`src/rtl/rfpc_pkg.sv`:
```
// Shared constants, types and the CORDIC angle table of the robot-frame P controller.
package rfpc_pkg;

  // Field widths
  localparam int COORD_BITS  = 16;
  localparam int YAW_W       = 16;
  localparam int LIN_GAIN_W  = 24;
  localparam int ANG_GAIN_W  = 20;
  localparam int OUT_W       = 32;

  // CORDIC chain
  localparam int CORDIC_STAGES = 16;
  localparam int ATAN_ENTRIES  = 24;
  localparam int ATAN_IDX_W    = 5;
  localparam int XY_W          = 33;  // Q1.30 vector plus gain growth and sign
  localparam int ZW            = 34;  // Q2.29 angle with headroom
  localparam int YAW_SHIFT     = 16;  // Q3.13 to Q2.29

  // Derived datapath widths
  localparam int ERR_W       = COORD_BITS + 1;
  localparam int DYAW_W      = YAW_W + 1;
  localparam int TURN_PROD_W = DYAW_W + ANG_GAIN_W + 1;
  localparam int TURN_SHIFT  = 13;
  localparam int TURN_W      = TURN_PROD_W - TURN_SHIFT;

  localparam logic signed [ZW-1:0]   ANG_HALF_PI     = ZW'(843314857);
  localparam logic signed [ZW-1:0]   ANG_PI          = ZW'(1686629713);
  localparam logic signed [XY_W-1:0] CORDIC_INV_GAIN = XY_W'(652032874);

  // Configuration port
  localparam int APB_DATA_W = 32;
  localparam int PADDR_W    = 3;
  localparam int REG_IDX_W  = 1;
  localparam logic [REG_IDX_W-1:0] REG_LINEAR_GAIN  = 1'b0;
  localparam logic [REG_IDX_W-1:0] REG_ANGULAR_GAIN = 1'b1;
  localparam logic [LIN_GAIN_W-1:0] LIN_GAIN_RESET = LIN_GAIN_W'(6711);
  localparam logic [ANG_GAIN_W-1:0] ANG_GAIN_RESET = ANG_GAIN_W'(45875);

  typedef struct packed {
    logic [LIN_GAIN_W-1:0] linear_gain;
    logic [ANG_GAIN_W-1:0] angular_gain;
  } rfpc_cfg_t;

  // What travels down the CORDIC chain with each pose pair
  typedef struct packed {
    logic signed [XY_W-1:0]        x;
    logic signed [XY_W-1:0]        y;
    logic signed [ZW-1:0]          z;
    logic                          flip;
    logic signed [ERR_W-1:0]       ex;
    logic signed [ERR_W-1:0]       ey;
    logic signed [TURN_PROD_W-1:0] turn_prod;
  } rfpc_rot_t;

  // atan(2^-i) in Q2.29
  function automatic logic signed [ZW-1:0] atan_q29(input logic [ATAN_IDX_W-1:0] idx);
    logic signed [ZW-1:0] a;
    unique case (idx)
      5'd0:    a = ZW'(421657428);
      5'd1:    a = ZW'(248918915);
      5'd2:    a = ZW'(131521918);
      5'd3:    a = ZW'(66762579);
      5'd4:    a = ZW'(33510843);
      5'd5:    a = ZW'(16771758);
      5'd6:    a = ZW'(8387925);
      5'd7:    a = ZW'(4194219);
      5'd8:    a = ZW'(2097141);
      5'd9:    a = ZW'(1048575);
      5'd10:   a = ZW'(524288);
      5'd11:   a = ZW'(262144);
      5'd12:   a = ZW'(131072);
      5'd13:   a = ZW'(65536);
      5'd14:   a = ZW'(32768);
      5'd15:   a = ZW'(16384);
      5'd16:   a = ZW'(8192);
      5'd17:   a = ZW'(4096);
      5'd18:   a = ZW'(2048);
      5'd19:   a = ZW'(1024);
      5'd20:   a = ZW'(512);
      5'd21:   a = ZW'(256);
      5'd22:   a = ZW'(128);
      5'd23:   a = ZW'(64);
      default: a = '0;
    endcase
    return a;
  endfunction

endpackage

```
`src/rtl/rfpc_regs.sv`:
```
// APB-style gain registers.
module rfpc_regs (
  input  logic                                 clk_i,
  input  logic                                 rst_ni,
  input  logic                                 psel,
  input  logic                                 penable,
  input  logic                                 pwrite,
  input  logic [rfpc_pkg::PADDR_W-1:0]         paddr,
  input  logic [rfpc_pkg::APB_DATA_W-1:0]      pwdata,
  output logic [rfpc_pkg::APB_DATA_W-1:0]      prdata,
  output logic                                 pready,
  output rfpc_pkg::rfpc_cfg_t                  cfg_o
);
  import rfpc_pkg::*;

  rfpc_cfg_t             cfg_q, cfg_d;
  logic [REG_IDX_W-1:0]  reg_idx;
  logic                  wr_en;

  assign pready  = 1'b1;
  assign reg_idx = paddr[PADDR_W-1:2];
  assign wr_en   = psel && penable && pwrite && pready;

  // write decode
  always_comb begin
    cfg_d = cfg_q;
    if (wr_en) begin
      unique case (reg_idx)
        REG_LINEAR_GAIN:  cfg_d.linear_gain  = pwdata[LIN_GAIN_W-1:0];
        REG_ANGULAR_GAIN: cfg_d.angular_gain = pwdata[ANG_GAIN_W-1:0];
        default:          cfg_d = cfg_q;
      endcase
    end
  end

  always_ff @(posedge clk_i or negedge rst_ni) begin
    if (!rst_ni) begin
      cfg_q.linear_gain  <= LIN_GAIN_RESET;
      cfg_q.angular_gain <= ANG_GAIN_RESET;
    end else begin
      cfg_q <= cfg_d;
    end
  end

  // read mux
  always_comb begin
    unique case (reg_idx)
      REG_LINEAR_GAIN:  prdata = APB_DATA_W'(cfg_q.linear_gain);
      REG_ANGULAR_GAIN: prdata = APB_DATA_W'(cfg_q.angular_gain);
      default:          prdata = '0;
    endcase
  end

  assign cfg_o = cfg_q;
endmodule

```
`config.mk`:
```
export PLATFORM = sky130hd
export DESIGN_NAME = rfpc_regs
export DESIGN_NICKNAME = d
export VERILOG_FILES = /design/src/rtl/rfpc_pkg.sv /design/src/rtl/rfpc_regs.sv
export SDC_FILE = /design/constraint.sdc
export NUM_CORES = 1
export LEC_CHECK = 0
export BUFFER_PORTS_ARGS = -buffer_cell sky130_fd_sc_hd__buf_2
export CAP_MARGIN = 25
export CORE_ASPECT_RATIO = 0.75
export CORE_UTILIZATION = 40
export CTS_CLUSTER_DIAMETER = 80
export CTS_CLUSTER_SIZE = 40
export DETAILED_ROUTE_END_ITERATION = 16
export HOLD_SLACK_MARGIN = 0.08
export PLACE_DENSITY_LB_ADDON = 0.1
export SETUP_SLACK_MARGIN = 0.3
export SLEW_MARGIN = 30
export SYNTH_ARGS = -nofsm -noshare
export SYNTH_HDL_FRONTEND = slang
export SYNTH_SLANG_ARGS = --single-unit
```
`constraint.sdc`:
```
create_clock -name clk_i -period 0.8 [get_ports clk_i]
set_input_delay 0.08 -clock clk_i [delete_from_list [all_inputs] [get_ports clk_i]]
set_output_delay 0.08 -clock clk_i [all_outputs]
set_load 0.05 [all_outputs]
```
==> flow_summary.ini <==
[run_status]
outcome = finished, violations left
violations = hold timing, setup timing

[grt]
grtUsageMet1_pct = 26.5
grt_pass1_wl_um = 8910
grt_pass1_vias = 1762
grt_remaining_overflow = 0
grt.busiest_layer = met2
grtUsageMet2_pct = 37.2
antenna_found_initial = 0
met3_usage_pct = 5.22
grt_max_degree = 45
grt_usage_pct = 21.5

[critical_path]
arrival_ns = 1.17
slowest_stage = dfstp_2
crit_path_end_kind = primary output
crit_buf_inv = 1
start_kind = flip-flop
slowest_delay_ns = 0.57
cpLargestDelayFamily = flip-flops
crit_type = flip-flop to primary output
critPathMaxFanout = 3
worstPathRequired_ns = 0.72
crit_chain = mux2_4 > buf_8

[cts]
cts_buffers = 5
cts_tree = built
h-tree-depth = 2
path_clk_slew_ns = 0.09
clk_path_buf_depth = 2
clk_latency_ns = 0.29
cts.sinks = 44
cts-root-buf = clkbuf_8

[logic_synthesis]
synth.distinct_cells = 11
synth_top_area_share_pct = 32.1
synth_ff_type = dfrtp_1
yosysSeqAreaShare_pct = 53.4
syn_inst = 132
ys_warn_count = 0
yosysMostFrequentCell = mux2_2
synth_area_leader_cell = dfrtp_1
ys_top_cells_by_count = mux2_2, dfrtp_1, mux2_4, dfstp_2, buf_4
synth_edf_count = 0
syn_area_um2 = 2100
synth-seq-cells = 44
synthTopCellsByArea = dfrtp_1, mux2_2, dfstp_2
ys_async_sr_fraction_pct = 100
syn_area_per_cell_um2 = 15.9

[detailed_routing]
wire_per_inst_um = 16.9
wl_um = 6190
vias = 1659
ant_nets = 0
drtPass1Iterations = 2
drt-vias-per-instance = 4.55
drtIter0Drc = 24
drc = 0

[cells_and_area]
largest_register_ffs = 44
final_cell_area_um2 = 4240
final_util_pct = 85.1
num_antenna_cells = 0
nNetsFinal = 332
n_fill_cell = 236
drive_gt1_share_pct = 96.6
areaGrowthSynthToFinish_pct = 102

[timing]
period_share_pct = 157
finalWorstSetupSlack_ns = -0.453
whs_ns = -0.257
min_period_ns = 1.25
fmax_mhz = 798
slew_viol_final = 0
setup_viol = 97
hold_viol = 40
skew_ns = 0
rsz0062_at_grt = true

[floorplan]
ios = 117
fp.dieW_um = 85.7
rows = 22
core_area_um2 = 4980
start_util_pct = 42.2
die_area_um2 = 5550
die_y_um = 64.8

[power]
power_mw = 13.1
vdd_drop_max_v = 0.00195
p_per_area_nw_per_um2 = 3100
leakagePower_nw = 2.16

[worst_hold_path]
hold_path_class = primary input to async pin

[place]
dpl_cell_area_um2 = 3050
portBuffers = 97
dp_hpwl_um = 3450
place_congestion = 0.740

[run]
drv_cap = 0
per-stage QoR:
| stage | instances | setup TNS [ns] | setup WS [ns] | hold slack (ns) |
|---|---|---|---|---|
| 6_report | 365 | -27.56 | -0.453 | -0.257 |
| 5_1_grt | 365 | -30.52 | -0.489 | -0.246 |
| 4_1_cts | 335 | -24.27 | -0.439 | -0.254 |
| 3_5_place_dp | 316 | -16.72 | -0.279 | 0.0765 |
| 3_3_place_gp | 316 | -14.80 | -0.236 | 0.0686 |
| 2_1_floorplan | 139 | -12.34 | -0.262 | -0.216 |
power breakdown:
part,switching [mW],total (mW),internal (mW)
Sequential,0.470,3.39,2.92
Combinational,4.16,8.28,4.13
Clock,0.768,1.46,0.690
metal layers:
metal / routed length [um] / part of all wire [%] / vias up
met4: 49 / 0.79 / 0
met3: 280 / 4.5 / 5
met2: 3360 / 54 / 60
met5: 0 / 0 / -
li1: - / - / 764
met1: 2490 / 40 / 830
worst reg2reg max path: cells and delay by family, from the launching register on:
family	cells	cell delay, ns
muxes	1	0.25
DFF	1	0.42
buffers and inverters	3	0.33
area by class of cell:
type	instances	area (um2)	share of cell area, %
Clock buffer	6	82.6	1.95
Timing Repair Buffer	162	1820	43.0
Tap cell	72	90.1	2.12
Sequential cell	44	1160	27.3
Clock inverter	2	10.0	0.236
Multi-Input combinational cell	79	1080	25.5
cell families after synthesis:
| logic type | count (synthesis) | share of synthesized area, % |
|---|---|---|
| mux | 64 | 37.9 |
| flops | 44 | 53.4 |
| buf+inv | 16 | 5.77 |
| simple gates | 6 | 2.62 |
| other cells | 2 | 0.357 |
placed cells by master, fill, tap and decap left out:
cell type / n
buf_6: 78
clkbuf_8: 6
buf_2: 29
buf_12: 5
nand4b_4: 1
buf_8: 43
clkinv_2: 2
mux2_4: 64
dfstp_2: 17
buf_4: 7
nor2b_4: 4
conb_1: 9
dfrtp_2: 27
nand4_1: 1
path summary, 6_finish.rpt:
kind,slack [ns],depth (start not counted),endpoint,start
min in group clk_i,0.01,2,cfg_o[40],pwdata[20]
max in group asynchronous,0.77,2,cfg_o[22],rst_ni
max reg2reg,-0.32,4,cfg_o[35],cfg_o[35]
min reg2reg,0.55,1,cfg_o[37],cfg_o[37]
min,-0.26,2,cfg_o[42],rst_ni
max,-0.45,2,prdata[11],cfg_o[31]
timing repair:
action                                  CTS  global route
setup buffers                            11            30
endpoints found under the hold margin    88            88
endpoints found under the setup margin  112           112
gates resized for setup                 183            50
(Power assumes the default switching activity.)
