File: config.mk
export PLATFORM = sky130hd
export DESIGN_NAME = rfpc_cordic_cell
export DESIGN_NICKNAME = d
export VERILOG_FILES = /design/src/rtl/rfpc_pkg.sv /design/src/rtl/rfpc_cordic_cell.sv
export SDC_FILE = /design/constraint.sdc
export NUM_CORES = 1
export LEC_CHECK = 0
export BUFFER_PORTS_ARGS = -buffer_cell sky130_fd_sc_hd__buf_2
export CORE_MARGIN = 3
export CORE_UTILIZATION = 35
export DETAILED_ROUTE_END_ITERATION = 7
export PLACE_DENSITY = 0.64
export SLEW_MARGIN = 10
export SYNTH_ARGS = -nofsm -noshare
export SYNTH_HDL_FRONTEND = slang
export SYNTH_SLANG_ARGS = --single-unit
File: constraint.sdc
create_clock -name clk_i -period 11.6 [get_ports clk_i]
set_input_delay 1.16 -clock clk_i [delete_from_list [all_inputs] [get_ports clk_i]]
set_output_delay 1.16 -clock clk_i [all_outputs]
set_load 0.02 [all_outputs]
File: src/rtl/rfpc_pkg.sv
// Shared constants, types and the CORDIC angle table of the robot-frame P controller.
package rfpc_pkg;

  // Field widths
  localparam int COORD_BITS  = 16;
  localparam int YAW_W       = 16;
  localparam int LIN_GAIN_W  = 24;
  localparam int ANG_GAIN_W  = 20;
  localparam int OUT_W       = 32;

  // CORDIC chain
  localparam int CORDIC_STAGES = 16;
  localparam int ATAN_ENTRIES  = 24;
  localparam int ATAN_IDX_W    = 5;
  localparam int XY_W          = 33;  // Q1.30 vector plus gain growth and sign
  localparam int ZW            = 34;  // Q2.29 angle with headroom
  localparam int YAW_SHIFT     = 16;  // Q3.13 to Q2.29

  // Derived datapath widths
  localparam int ERR_W       = COORD_BITS + 1;
  localparam int DYAW_W      = YAW_W + 1;
  localparam int TURN_PROD_W = DYAW_W + ANG_GAIN_W + 1;
  localparam int TURN_SHIFT  = 13;
  localparam int TURN_W      = TURN_PROD_W - TURN_SHIFT;

  localparam logic signed [ZW-1:0]   ANG_HALF_PI     = ZW'(843314857);
  localparam logic signed [ZW-1:0]   ANG_PI          = ZW'(1686629713);
  localparam logic signed [XY_W-1:0] CORDIC_INV_GAIN = XY_W'(652032874);

  // Configuration port
  localparam int APB_DATA_W = 32;
  localparam int PADDR_W    = 3;
  localparam int REG_IDX_W  = 1;
  localparam logic [REG_IDX_W-1:0] REG_LINEAR_GAIN  = 1'b0;
  localparam logic [REG_IDX_W-1:0] REG_ANGULAR_GAIN = 1'b1;
  localparam logic [LIN_GAIN_W-1:0] LIN_GAIN_RESET = LIN_GAIN_W'(6711);
  localparam logic [ANG_GAIN_W-1:0] ANG_GAIN_RESET = ANG_GAIN_W'(45875);

  typedef struct packed {
    logic [LIN_GAIN_W-1:0] linear_gain;
    logic [ANG_GAIN_W-1:0] angular_gain;
  } rfpc_cfg_t;

  // What travels down the CORDIC chain with each pose pair
  typedef struct packed {
    logic signed [XY_W-1:0]        x;
    logic signed [XY_W-1:0]        y;
    logic signed [ZW-1:0]          z;
    logic                          flip;
    logic signed [ERR_W-1:0]       ex;
    logic signed [ERR_W-1:0]       ey;
    logic signed [TURN_PROD_W-1:0] turn_prod;
  } rfpc_rot_t;

  // atan(2^-i) in Q2.29
  function automatic logic signed [ZW-1:0] atan_q29(input logic [ATAN_IDX_W-1:0] idx);
    logic signed [ZW-1:0] a;
    unique case (idx)
      5'd0:    a = ZW'(421657428);
      5'd1:    a = ZW'(248918915);
      5'd2:    a = ZW'(131521918);
      5'd3:    a = ZW'(66762579);
      5'd4:    a = ZW'(33510843);
      5'd5:    a = ZW'(16771758);
      5'd6:    a = ZW'(8387925);
      5'd7:    a = ZW'(4194219);
      5'd8:    a = ZW'(2097141);
      5'd9:    a = ZW'(1048575);
      5'd10:   a = ZW'(524288);
      5'd11:   a = ZW'(262144);
      5'd12:   a = ZW'(131072);
      5'd13:   a = ZW'(65536);
      5'd14:   a = ZW'(32768);
      5'd15:   a = ZW'(16384);
      5'd16:   a = ZW'(8192);
      5'd17:   a = ZW'(4096);
      5'd18:   a = ZW'(2048);
      5'd19:   a = ZW'(1024);
      5'd20:   a = ZW'(512);
      5'd21:   a = ZW'(256);
      5'd22:   a = ZW'(128);
      5'd23:   a = ZW'(64);
      default: a = '0;
    endcase
    return a;
  endfunction

endpackage

File: src/rtl/rfpc_cordic_cell.sv
// One CORDIC micro-rotation cell with its own valid bit and stall handling.
module rfpc_cordic_cell (
  input  logic                              clk_i,
  input  logic                              rst_ni,
  input  logic [rfpc_pkg::ATAN_IDX_W-1:0]   stage_i,
  input  logic                              up_valid_i,
  input  rfpc_pkg::rfpc_rot_t               up_data_i,
  output logic                              up_ready_o,
  output logic                              dn_valid_o,
  output rfpc_pkg::rfpc_rot_t               dn_data_o,
  input  logic                              dn_ready_i
);
  import rfpc_pkg::*;

  logic                  vld_q;
  rfpc_rot_t             data_q, data_d;
  logic signed [XY_W-1:0] sh_x, sh_y;
  logic signed [ZW-1:0]   ang;

  // cell takes new data when empty or when its content moves on
  assign up_ready_o = !vld_q || dn_ready_i;

  // rotate toward z = 0
  always_comb begin
    sh_x   = up_data_i.x >>> stage_i;
    sh_y   = up_data_i.y >>> stage_i;
    ang    = atan_q29(stage_i);
    data_d = up_data_i;
    if (!up_data_i.z[ZW-1]) begin
      data_d.x = up_data_i.x - sh_y;
      data_d.y = up_data_i.y + sh_x;
      data_d.z = up_data_i.z - ang;
    end else begin
      data_d.x = up_data_i.x + sh_y;
      data_d.y = up_data_i.y - sh_x;
      data_d.z = up_data_i.z + ang;
    end
  end

  always_ff @(posedge clk_i or negedge rst_ni) begin
    if (!rst_ni) begin
      vld_q <= 1'b0;
    end else if (up_ready_o) begin
      vld_q <= up_valid_i;
    end
  end

  always_ff @(posedge clk_i) begin
    if (up_ready_o) begin
      data_q <= data_d;
    end
  end

  assign dn_valid_o = vld_q;
  assign dn_data_o  = data_q;
endmodule

==> results of run 1 <==
cell usage in the layout, fill, tap and decap left out, drive strengths merged, types with 22 or more instances in the layout:
master / instances
a211oi: 26
a21o: 69
a21oi: 154
a31oi: 30
buf: 372
edfxtp: 173
ha: 108
inv: 49
mux2: 32
mux2i: 45
mux4: 88
nand2: 108
nand2b: 23
nand3: 27
nor2: 141
nor2b: 22
o21a: 26
o21ai: 94
xnor2: 114
xor2: 58
logic make-up (layout without fill, tap and decap cells):
group / count (synthesis) / count (layout) / synth area share, %
compound gates: 550 / 550 / 20.93
simple gates: 421 / 421 / 12.01
xor+xnor: 172 / 172 / 8.739
flops: 174 / 174 / 30.28
fa+ha+maj: 111 / 111 / 8.188
mux: 165 / 165 / 16.20
other cells: 0 / 2 / 0
buf+inv: 136 / 448 / 3.651
cell type report:
cell class                      instances  area (um^2)
Fill cell                            4720        28050
Sequential cell                       174         5220
Antenna cell                            2        5.005
Timing Repair Buffer                  372         1913
Multi-Input combinational cell       1419        11400
Tap cell                              656        820.8
Inverter                               44        165.2
Clock inverter                         15        150.1
Clock buffer                           17        425.4
stage by stage:
stage / setup slack [ns] / utilization, % / cells / area, um^2 / power [mW]
5_1_grt: 3.307 / 41.73 / 2698 / 20090 / 3.019
6_report: 3.882 / 41.74 / 2699 / 20100 / 2.848
3_3_place_gp: 3.544 / 40.53 / 2665 / 19520 / 2.278
2_1_floorplan: 4.965 / - / 1729 / 17240 / 1.882
4_1_cts: 3.917 / 41.73 / 2697 / 20090 / 2.868
3_5_place_dp: 3.413 / 40.53 / 2665 / 19520 / 2.287
power groups by stage:
stage	Clock (mW)	Combinational [mW]	Sequential, mW
after global placement	0	1.34	0.933
final	0.569	1.36	0.918
after global routing	0.607	1.48	0.933
after detailed placement	0	1.35	0.933
after floorplan	0	0.765	1.12
after CTS	0.586	1.36	0.922
critical path: stages:
cell       delay, ns
buf_2           0.08
buf_4           0.41
clkinv_1        0.64
buf_4           0.47
nor2_1          0.96
a21oi_1         0.20
o311ai_1        0.24
and3_1          0.37
nor2_1          0.07
xor2_1          0.17
ha_1            0.24
or2_2           0.32
a2111oi_0       0.39
a211oi_1        0.16
o32a_1          0.45
a221oi_1        0.47
o221ai_1        0.24
a41o_1          0.33
and3_1          0.23
o221ai_1        0.21
xnor2_1         0.11
worst paths after layout:
check | endpoint | depth (start not counted) | from | slack, ns
min in group clk_i | dn_data_o[18] | 1 | up_data_i[18] | 0.86
min reg2reg | dn_valid_o | 2 | dn_valid_o | 1.14
min | dn_valid_o | 1 | rst_ni | 0.46
max reg2reg | dn_data_o[152] | 3 | dn_valid_o | 8.64
max in group asynchronous | dn_valid_o | 1 | rst_ni | 11.06
max | dn_data_o[139] | 21 | stage_i[3] | 3.88
sequential cells by signal, indices dropped and copies added (netlist names):
register / cells
dn_data_o: 173
dn_valid_o: 1
metal layers:
| metal | vias to the layer above | global-route usage (%) |
|---|---|---|
| li1 | 7283 | - |
| met1 | 7757 | 28.84 |
| met2 | 771 | 41.62 |
| met3 | 118 | 5.364 |
| met4 | 10 | 9.333 |
| met5 | - | 0 |
==> results.json, run 1 <==
{
  "run_status": "finished clean",
  "clkSinkCount": 174,
  "die_x_um": 227.9,
  "grt_pass1_wl_um": 96380,
  "drc_errors": 0,
  "cp.arrival_ns": 7.95,
  "drtIter0Drc": 1364,
  "postCtsHoldBufs": 0,
  "fin_nets": 2321,
  "pwr-share-comb_pct": 47.8,
  "initial_core_util_pct": 35.80,
  "grt_setup_unrepaired": "no",
  "grt_overflow_total": 0,
  "synth-edff-count": 173,
  "drtAntennaViolNets": 0,
  "first_pass_iters": 5,
  "power_frac_seq_pct": 32.2,
  "dieArea_mm2": 0.05195,
  "vias": 15939,
  "avgSynthCellArea_um2": 9.970,
  "gp_congestion": 0.9414,
  "holdWs_ns": 0.4566,
  "synthTopCellsByCount": "edfxtp_1, a21oi_1, nor2_1, xnor2_1, ha_1",
  "numPortBuffers": 356,
  "rows": 80,
  "fin_crit_sh_pct": 66.53,
  "p_sw_mw": 1.163,
  "max-vdd-ir-drop_mv": 0.1086,
  "cts-root-buf": "clkbuf_16",
  "routed_via_density": 5.906,
  "crit_type": "in -> reg",
  "fmax_mhz": 129.6,
  "synthesis.nets": 2022,
  "async_reset_ff_share_pct": 0.5747,
  "wl_met3_um": 5111,
  "grt_max_degree": 71,
  "track_usage_pct": 23.93,
  "p_leak_nw": 8.285,
  "wl_met2_um": 31570,
  "wl_met1_um": 25210,
  "start_kind": "input port",
  "path_clk_slew_ns": 0.08,
  "yosysTopAreaCell": "edfxtp_1",
  "cts_resized": 0,
  "yosysSeqAreaShare_pct": 30.28,
  "synth_cell_types": 91,
  "synth-main-ff-cell": "edfxtp_1",
  "core_mm2": 0.04815,
  "p_clk_share_pct": 20.0,
  "clock_path_buffers": 2,
  "ios": 357,
  "min_path_type": "in -> async",
  "crit_required_ns": 11.83,
  "synth_area_leaders": "edfxtp_1, mux4_2, ha_1",
  "yosysWarnings": 0,
  "routed_wl_um": 64230,
  "numCtsBuffers": 17,
  "finalSetupTns_ns": 0,
  "wl_per_cell_um": 23.80,
  "p_per_area_mw_per_mm2": 141.7,
  "cp-end-kind": "flip-flop",
  "syn_inst": 1729,
  "clock_skew_ns": 0.01870,
  "syn_to_final_growth_pct": 16.58,
  "highest_layer": "met5",
  "p_int_mw": 1.685,
  "h-tree-depth": 4,
  "finalHoldViolCount": 0,
  "clock_latency_ns": 0.46,
  "setup_viol": 0,
  "antenna_found_initial": 6,
  "slew_headroom_pct": 17.99,
  "cp_max_fo": 46,
  "netSwitchingFraction_pct": 40.84,
  "first_global_vias": 15690,
  "period_needed_ns": 7.718,
  "drv_slew": 0,
  "die_h_um": 227.9,
  "tightest_slew_ns": 1.226,
  "post_cts_buffers": 0,
  "syn-cell-area_mm2": 0.01724,
  "cts_tree": "done",
  "ys_ff_latch": 174,
  "yosysMostFrequentCell": "edfxtp_1",
  "dpl.hpwl_um": 49870,
  "synth_top_area_share_pct": 30.14,
  "cap_viol_max_count": 0,
  "drive_above_1_share_pct": 26.80
}
No activity file was read; power rests on OpenSTA's default activity.
==> run 2: changes to the inputs <==
Settings changed: PLACE_DENSITY 0.64 to 0.66.
Clock period 11.6 ns to 6.42 ns, I/O delays scaled along.
==> run 2 against run 1 <==
Die area unchanged. Sequential power up 80%. Critical endpoint is now dn_data_o[172]. Power up 87%. Combinational power up 96%. Critical path depth up 3.
==> results.json, run 2 (same netlist as run 1, synthesis figures left out) <==
{
  "antenna_found_initial": 1,
  "r2r_cells": 2,
  "cap_viol_max_count": 0,
  "run_status": "finished clean",
  "initial_core_util_pct": 35.80,
  "min_path_type": "in -> reg",
  "fin_nets": 2472,
  "cp_slowest_cell": "mux4_2",
  "largest_register_ffs": 173,
  "core_mm2": 0.04815,
  "n_antenna_cell": 0,
  "clock_skew_ns": 0.01846,
  "grt_max_degree": 111,
  "cp_max_fo": 44,
  "placedCellCount": 2815,
  "gp_congestion": 1.020,
  "path_clk_slew_ns": 0.08,
  "drc_errors": 0,
  "crit_type": "in -> reg",
  "holdPathStages": 1,
  "dpl.hpwl_um": 51360,
  "postCtsHoldBufs": 1,
  "post_cts_buffers": 0,
  "final_common_cell": "buf_2",
  "track_usage_pct": 24.11,
  "routed_wl_um": 64680,
  "tightest_slew_ns": 1.015,
  "period_needed_ns": 5.963,
  "h-tree-depth": 4,
  "final_cells": 2847,
  "p_leak_nw": 9.043,
  "clock_path_buffers": 2,
  "numPortBuffers": 356,
  "cts_resized": 0,
  "numCtsBuffers": 17,
  "fmax_mhz": 167.7,
  "drtAntennaViolNets": 0,
  "cp-end-kind": "flip-flop",
  "rows": 80,
  "cp.arrival_ns": 6.20,
  "die_h_um": 227.9,
  "grt_pass1_wl_um": 97250,
  "slew_headroom_pct": 32.10,
  "setup_viol": 0,
  "cp_common_cell": "buf_4",
  "whs_endpoint": "dn_data_o[42]",
  "r2r_start": "dn_valid_o",
  "drtIter0Drc": 1393,
  "routed_via_density": 5.791,
  "ios": 357,
  "wl_per_cell_um": 22.72,
  "grt_overflow_total": 0,
  "seqCellArea_mm2": 0.005220,
  "fin_crit_sh_pct": 92.88,
  "drive_above_1_share_pct": 31.77,
  "finalSetupTns_ns": 0,
  "multiInputGateArea_mm2": 0.01140,
  "dieArea_mm2": 0.05195,
  "fill_cells": 4605,
  "p_per_area_mw_per_mm2": 250.8,
  "r2r-end": "dn_data_o[151]",
  "first_pass_iters": 5,
  "start_kind": "input port",
  "cpPeakStageDelay_ns": 0.57,
  "die_x_um": 227.9,
  "first_global_vias": 16007,
  "clock_latency_ns": 0.49,
  "drv_slew": 0,
  "grt_setup_unrepaired": "no",
  "vias": 16487,
  "syn_to_final_growth_pct": 23.42,
  "worstPathCellList": "buf_6 -> buf_12 -> mux4_2 -> a22oi_1 -> o31ai_1 -> a221oi_1 -> buf_4 -> nand3b_1 -> nor3_2 -> buf_4 -> nor2_1 -> xnor2_1 -> ha_1 -> nand4_1 -> or2_2 -> o22ai_1 -> o2111ai_1 -> a311oi_1 -> buf_4 -> o21ai_0 -> o211ai_1 -> a221oi_1 -> o21ai_0 -> xnor2_1",
  "clkSinkCount": 174,
  "crit_required_ns": 6.65,
  "r2r_slack_ns": 4.26,
  "mostFrequentLayoutCells": "buf_2, edfxtp_1, buf_4, a21oi_1, nor2_1",
  "min_from": "up_data_i[42]",
  "cts-root-buf": "clkbuf_16",
  "max-vdd-ir-drop_mv": 0.1889,
  "finalHoldViolCount": 0,
  "cts_tree": "done"
}
## run 2: changes by cell type in the layout (fill, tap and decap cells not counted), sizes merged
| cell | before | now |
|---|---|---|
| dlygate4sd3 | 0 | 1 |
| clkinvlp | 3 | 2 |
| buf | 372 | 522 |
| diode | 2 | 0 |
## run 2: through the flow
step	power (mW)	utilization, %	hold slack (ns)	area, um^2	worst slack, ns
after floorplan	3.401	-	0.3464	17240	0.3176
after global placement	4.291	42.98	0.4182	20690	-0.005061
after detailed placement	4.318	42.98	0.4182	20690	0.02000
after CTS	5.381	44.19	0.2779	21270	0.5377
after global routing	5.656	44.19	0.2998	21270	0.1098
final	5.335	44.19	0.3359	21270	0.4568
## run 2: layout make-up
type                       count  share of cell area [%]
clock inverter                14                  0.6940
timing repair buffer         523                   14.57
inverter                      44                  0.7763
clock buffer                  17                   2.000
sequential                   174                   24.54
tap                          656                   3.858
multi-input combinational   1419                   53.57
## run 2: worst max path at each step
stage                endpoint  depth (start not counted)        from
2_1_floorplan  dn_data_o[139]                         20  stage_i[4]
3_3_place_gp   dn_data_o[172]                         23  stage_i[0]
3_5_place_dp   dn_data_o[172]                         24  stage_i[0]
4_1_cts        dn_data_o[172]                         24  stage_i[0]
5_1_grt        dn_data_o[171]                         22  stage_i[0]
6_report       dn_data_o[172]                         24  stage_i[0]
## run 2: layer usage
metal  up-vias  global-route usage, %  wire length, um
met5         -                      0               13
met4         2                  8.879             2151
li1       7594                      -                -
met2       726                  41.49            31690
met1      8060                  29.76            26260
met3       105                  5.190             4560
## run 2: worst max-delay path: cells and delay by family
kind | cells | cell delay, ns
xor+xnor | 2 | 0.28
mux | 1 | 0.57
fa+ha+maj | 1 | 0.30
simple gates | 5 | 0.86
buf+inv | 5 | 1.20
compound gates | 10 | 2.24
## run 2: power breakdown
group	total [mW]	switching, mW	internal [mW]
Clock	1.02	0.508	0.514
Sequential	1.65	0.0628	1.59
Combinational	2.66	1.57	1.09
Total	5.34	2.14	3.19
==> run 3: changes to the inputs <==
Settings changed: ABC_AREA set to 1, CTS_BUF_LIST set to sky130_fd_sc_hd__clkbuf_8.
==> run 3 against run 2 <==
Clock skew is 0.0061 ns lower. Setup slack better by 0.99 ns. Cell count is 23% higher. Critical path type unchanged. Highest routed layer is now met4.
==> results.json, run 3 <==
{
  "core_mm2": 0.04815,
  "cap_viol_max_count": 0,
  "timing.final.ws_setup_ns": 1.451,
  "slew_headroom_pct": 49.57,
  "fin_nets": 3125,
  "routed_wl_um": 58410,
  "drtIter0Drc": 1753,
  "p_int_mw": 2.644,
  "p_sw_mw": 2.149,
  "fin_crit_sh_pct": 77.40,
  "final_common_cell": "nand2_1",
  "setup_viol": 0,
  "min_path_type": "in -> reg",
  "fill_cells": 5156,
  "grt_busiest_layer": "met2",
  "p_clk_share_pct": 16.2,
  "finalSetupTns_ns": 0,
  "cts-root-buf": "clkbuf_8",
  "cts_tree": "done",
  "period_needed_ns": 4.969,
  "clock_path_buffers": 2,
  "synth-main-ff-cell": "edfxtp_1",
  "synth_cell_types": 49,
  "synthesis.nets": 2803,
  "largest_register_ffs": 173,
  "synth_area_leaders": "edfxtp_1, nand2_1, nand3_1",
  "syn_to_final_growth_pct": 16.24,
  "path_clk_slew_ns": 0.11,
  "grt_max_degree": 91,
  "crit_type": "in -> reg",
  "yosysSeqAreaShare_pct": 30.30,
  "first_pass_iters": 6,
  "holdWs_ns": 0.2395,
  "numCtsBuffers": 17,
  "routed_via_density": 5.118,
  "async_reset_ff_share_pct": 0.5747,
  "clock_latency_ns": 0.56,
  "synth-edff-count": 173,
  "crit_required_ns": 6.73,
  "initial_core_util_pct": 35.78,
  "cp.arrival_ns": 5.28,
  "mostFrequentLayoutCells": "nand2_1, nand3_1, buf_2, inv_1, nor2_1",
  "start_kind": "input port",
  "track_usage_pct": 22.00,
  "max-vdd-ir-drop_mv": 0.1338,
  "first_global_vias": 16855,
  "tightest_slew_ns": 0.7546,
  "avgSynthCellArea_um2": 6.863,
  "wl_per_cell_um": 16.67,
  "p_leak_nw": 9.946,
  "h-tree-depth": 4,
  "grt_setup_unrepaired": "no",
  "numPortBuffers": 356,
  "yosysWarnings": 0,
  "grt.met3_usage_pct": 3.655,
  "power_frac_seq_pct": 34.2,
  "finalHoldViolCount": 0,
  "grt_pass1_wl_um": 90990,
  "yosysTopAreaCell": "edfxtp_1",
  "syn-cell-area_mm2": 0.01723,
  "cp_max_fo": 26,
  "p_per_area_mw_per_mm2": 239.3,
  "gp_congestion": 0.9812,
  "run_status": "finished clean",
  "dieArea_mm2": 0.05192,
  "cp-end-kind": "flip-flop",
  "drv_slew": 0,
  "ios": 357,
  "drc_errors": 0,
  "dpl.hpwl_um": 47810,
  "grt_overflow_total": 0,
  "post_cts_buffers": 0,
  "synth_top_area_share_pct": 30.16,
  "fmax_mhz": 201.3,
  "drive_above_1_share_pct": 17.36,
  "antenna_found_initial": 2,
  "clkSinkCount": 174,
  "yosysMostFrequentCell": "nand2_1",
  "rows": 80,
  "syn_inst": 2510,
  "use_met1_pct": 30.15,
  "place_worst_setup_slack_ns": 0.8747,
  "netSwitchingFraction_pct": 44.83,
  "die_x_um": 227.9,
  "die_h_um": 227.9,
  "clock_skew_ns": 0.01232,
  "grt_use_met2_pct": 36.07,
  "drtAntennaViolNets": 0,
  "ys_ff_latch": 174,
  "vias": 17928,
  "synthTopCellsByCount": "nand2_1, nand3_1, inv_1, nor2_1, edfxtp_1",
  "pwr-share-comb_pct": 49.6,
  "power_mw": 4.792
}
## run 3: changes by cell type after synthesis, sizes merged, moves of 71 or more
cell   delta
nand2   +718
nand3   +334
inv     +177
xnor2    -71
nor2     +77
mux4     -88
## run 3: area by class of cell
type                       count  area (um^2)  area share, %
multi-input combinational   2032        10750          53.67
sequential                   174         5220          26.07
timing repair buffer         382         2004          10.01
inverter                     225        845.8          4.224
tap                          656        820.8          4.099
clock buffer                  17        234.0          1.168
clock inverter                15        146.4         0.7311
antenna                        2        5.005        0.02499
## run 3: final timing paths
| check | startpoint | endpoint | slack (ns) | cells after the start |
|---|---|---|---|---|
| min in group asynchronous | rst_ni | dn_valid_o | 0.37 | 2 |
| setup / recovery | stage_i[4] | dn_data_o[106] | 1.45 | 28 |
| hold reg to reg | dn_valid_o | dn_data_o[130] | 0.90 | 1 |
| max in group asynchronous | rst_ni | dn_valid_o | 5.97 | 2 |
| setup reg to reg | dn_valid_o | dn_data_o[88] | 4.57 | 2 |
| hold / removal | up_data_i[18] | dn_data_o[18] | 0.24 | 1 |
## run 3: repair_timing
item | 4_1_cts | 5_1_grt
resized for setup | 0 | 0
hold buffers | 1 | 0
endpoints found under the hold margin | 1 | 0
## run 3: through the flow
stage / utilization (%) / instance area, um^2 / instances
4_1_cts: 41.58 / 20020 / 3501
6_report: 41.59 / 20020 / 3503
2_1_floorplan: - / 17230 / 2510
3_3_place_gp: 40.77 / 19630 / 3468
3_5_place_dp: 40.77 / 19630 / 3468
5_1_grt: 41.59 / 20020 / 3503
## run 3: power by group through the flow
stage	sequential [mW]	combinational, mW	clock [mW]
after floorplan	2.01	1.32	0
after global placement	1.67	2.37	0
after detailed placement	1.67	2.36	0
after CTS	1.64	2.38	0.818
after global routing	1.67	2.62	0.852
final	1.64	2.37	0.777
## run 3: layer usage
| layer | up-vias | part of all wire, % |
|---|---|---|
| li1 | 9045 | - |
| met1 | 8147 | 45 |
| met2 | 685 | 46 |
| met3 | 51 | 7.6 |
| met4 | 0 | 1.5 |
| met5 | - | 0 |
## run 3: cell families (layout without fill, tap and decap cells)
group,Yosys count,in the layout,share of synthesized area (%)
flops,174,174,30.30
other cells,0,2,0
simple gates,1457,1457,36.22
fa+ha+maj,111,111,8.193
xor+xnor,157,157,7.982
buf+inv,304,639,7.365
compound gates,307,307,9.936
## run 3: critical path, cell delays in order
cell	delay [ns]
buf_2	0.37
buf_4	0.38
clkinv_1	0.24
nand2_2	0.16
a21oi_1	0.08
o21ai_0	0.23
ha_1	0.25
nand2_1	0.06
nor2_1	0.15
nand2_1	0.09
nor2_1	0.15
nand2_1	0.10
nor2_2	0.10
nand2_1	0.11
nor2_4	0.14
nand2_2	0.08
nand2_4	0.11
xnor2_1	0.17
ha_1	0.32
a21oi_1	0.22
inv_1	0.06
a21oi_1	0.19
o21ai_0	0.13
a21oi_1	0.18
nand2_1	0.07
a31oi_1	0.26
nand3b_1	0.15
nand2_1	0.09
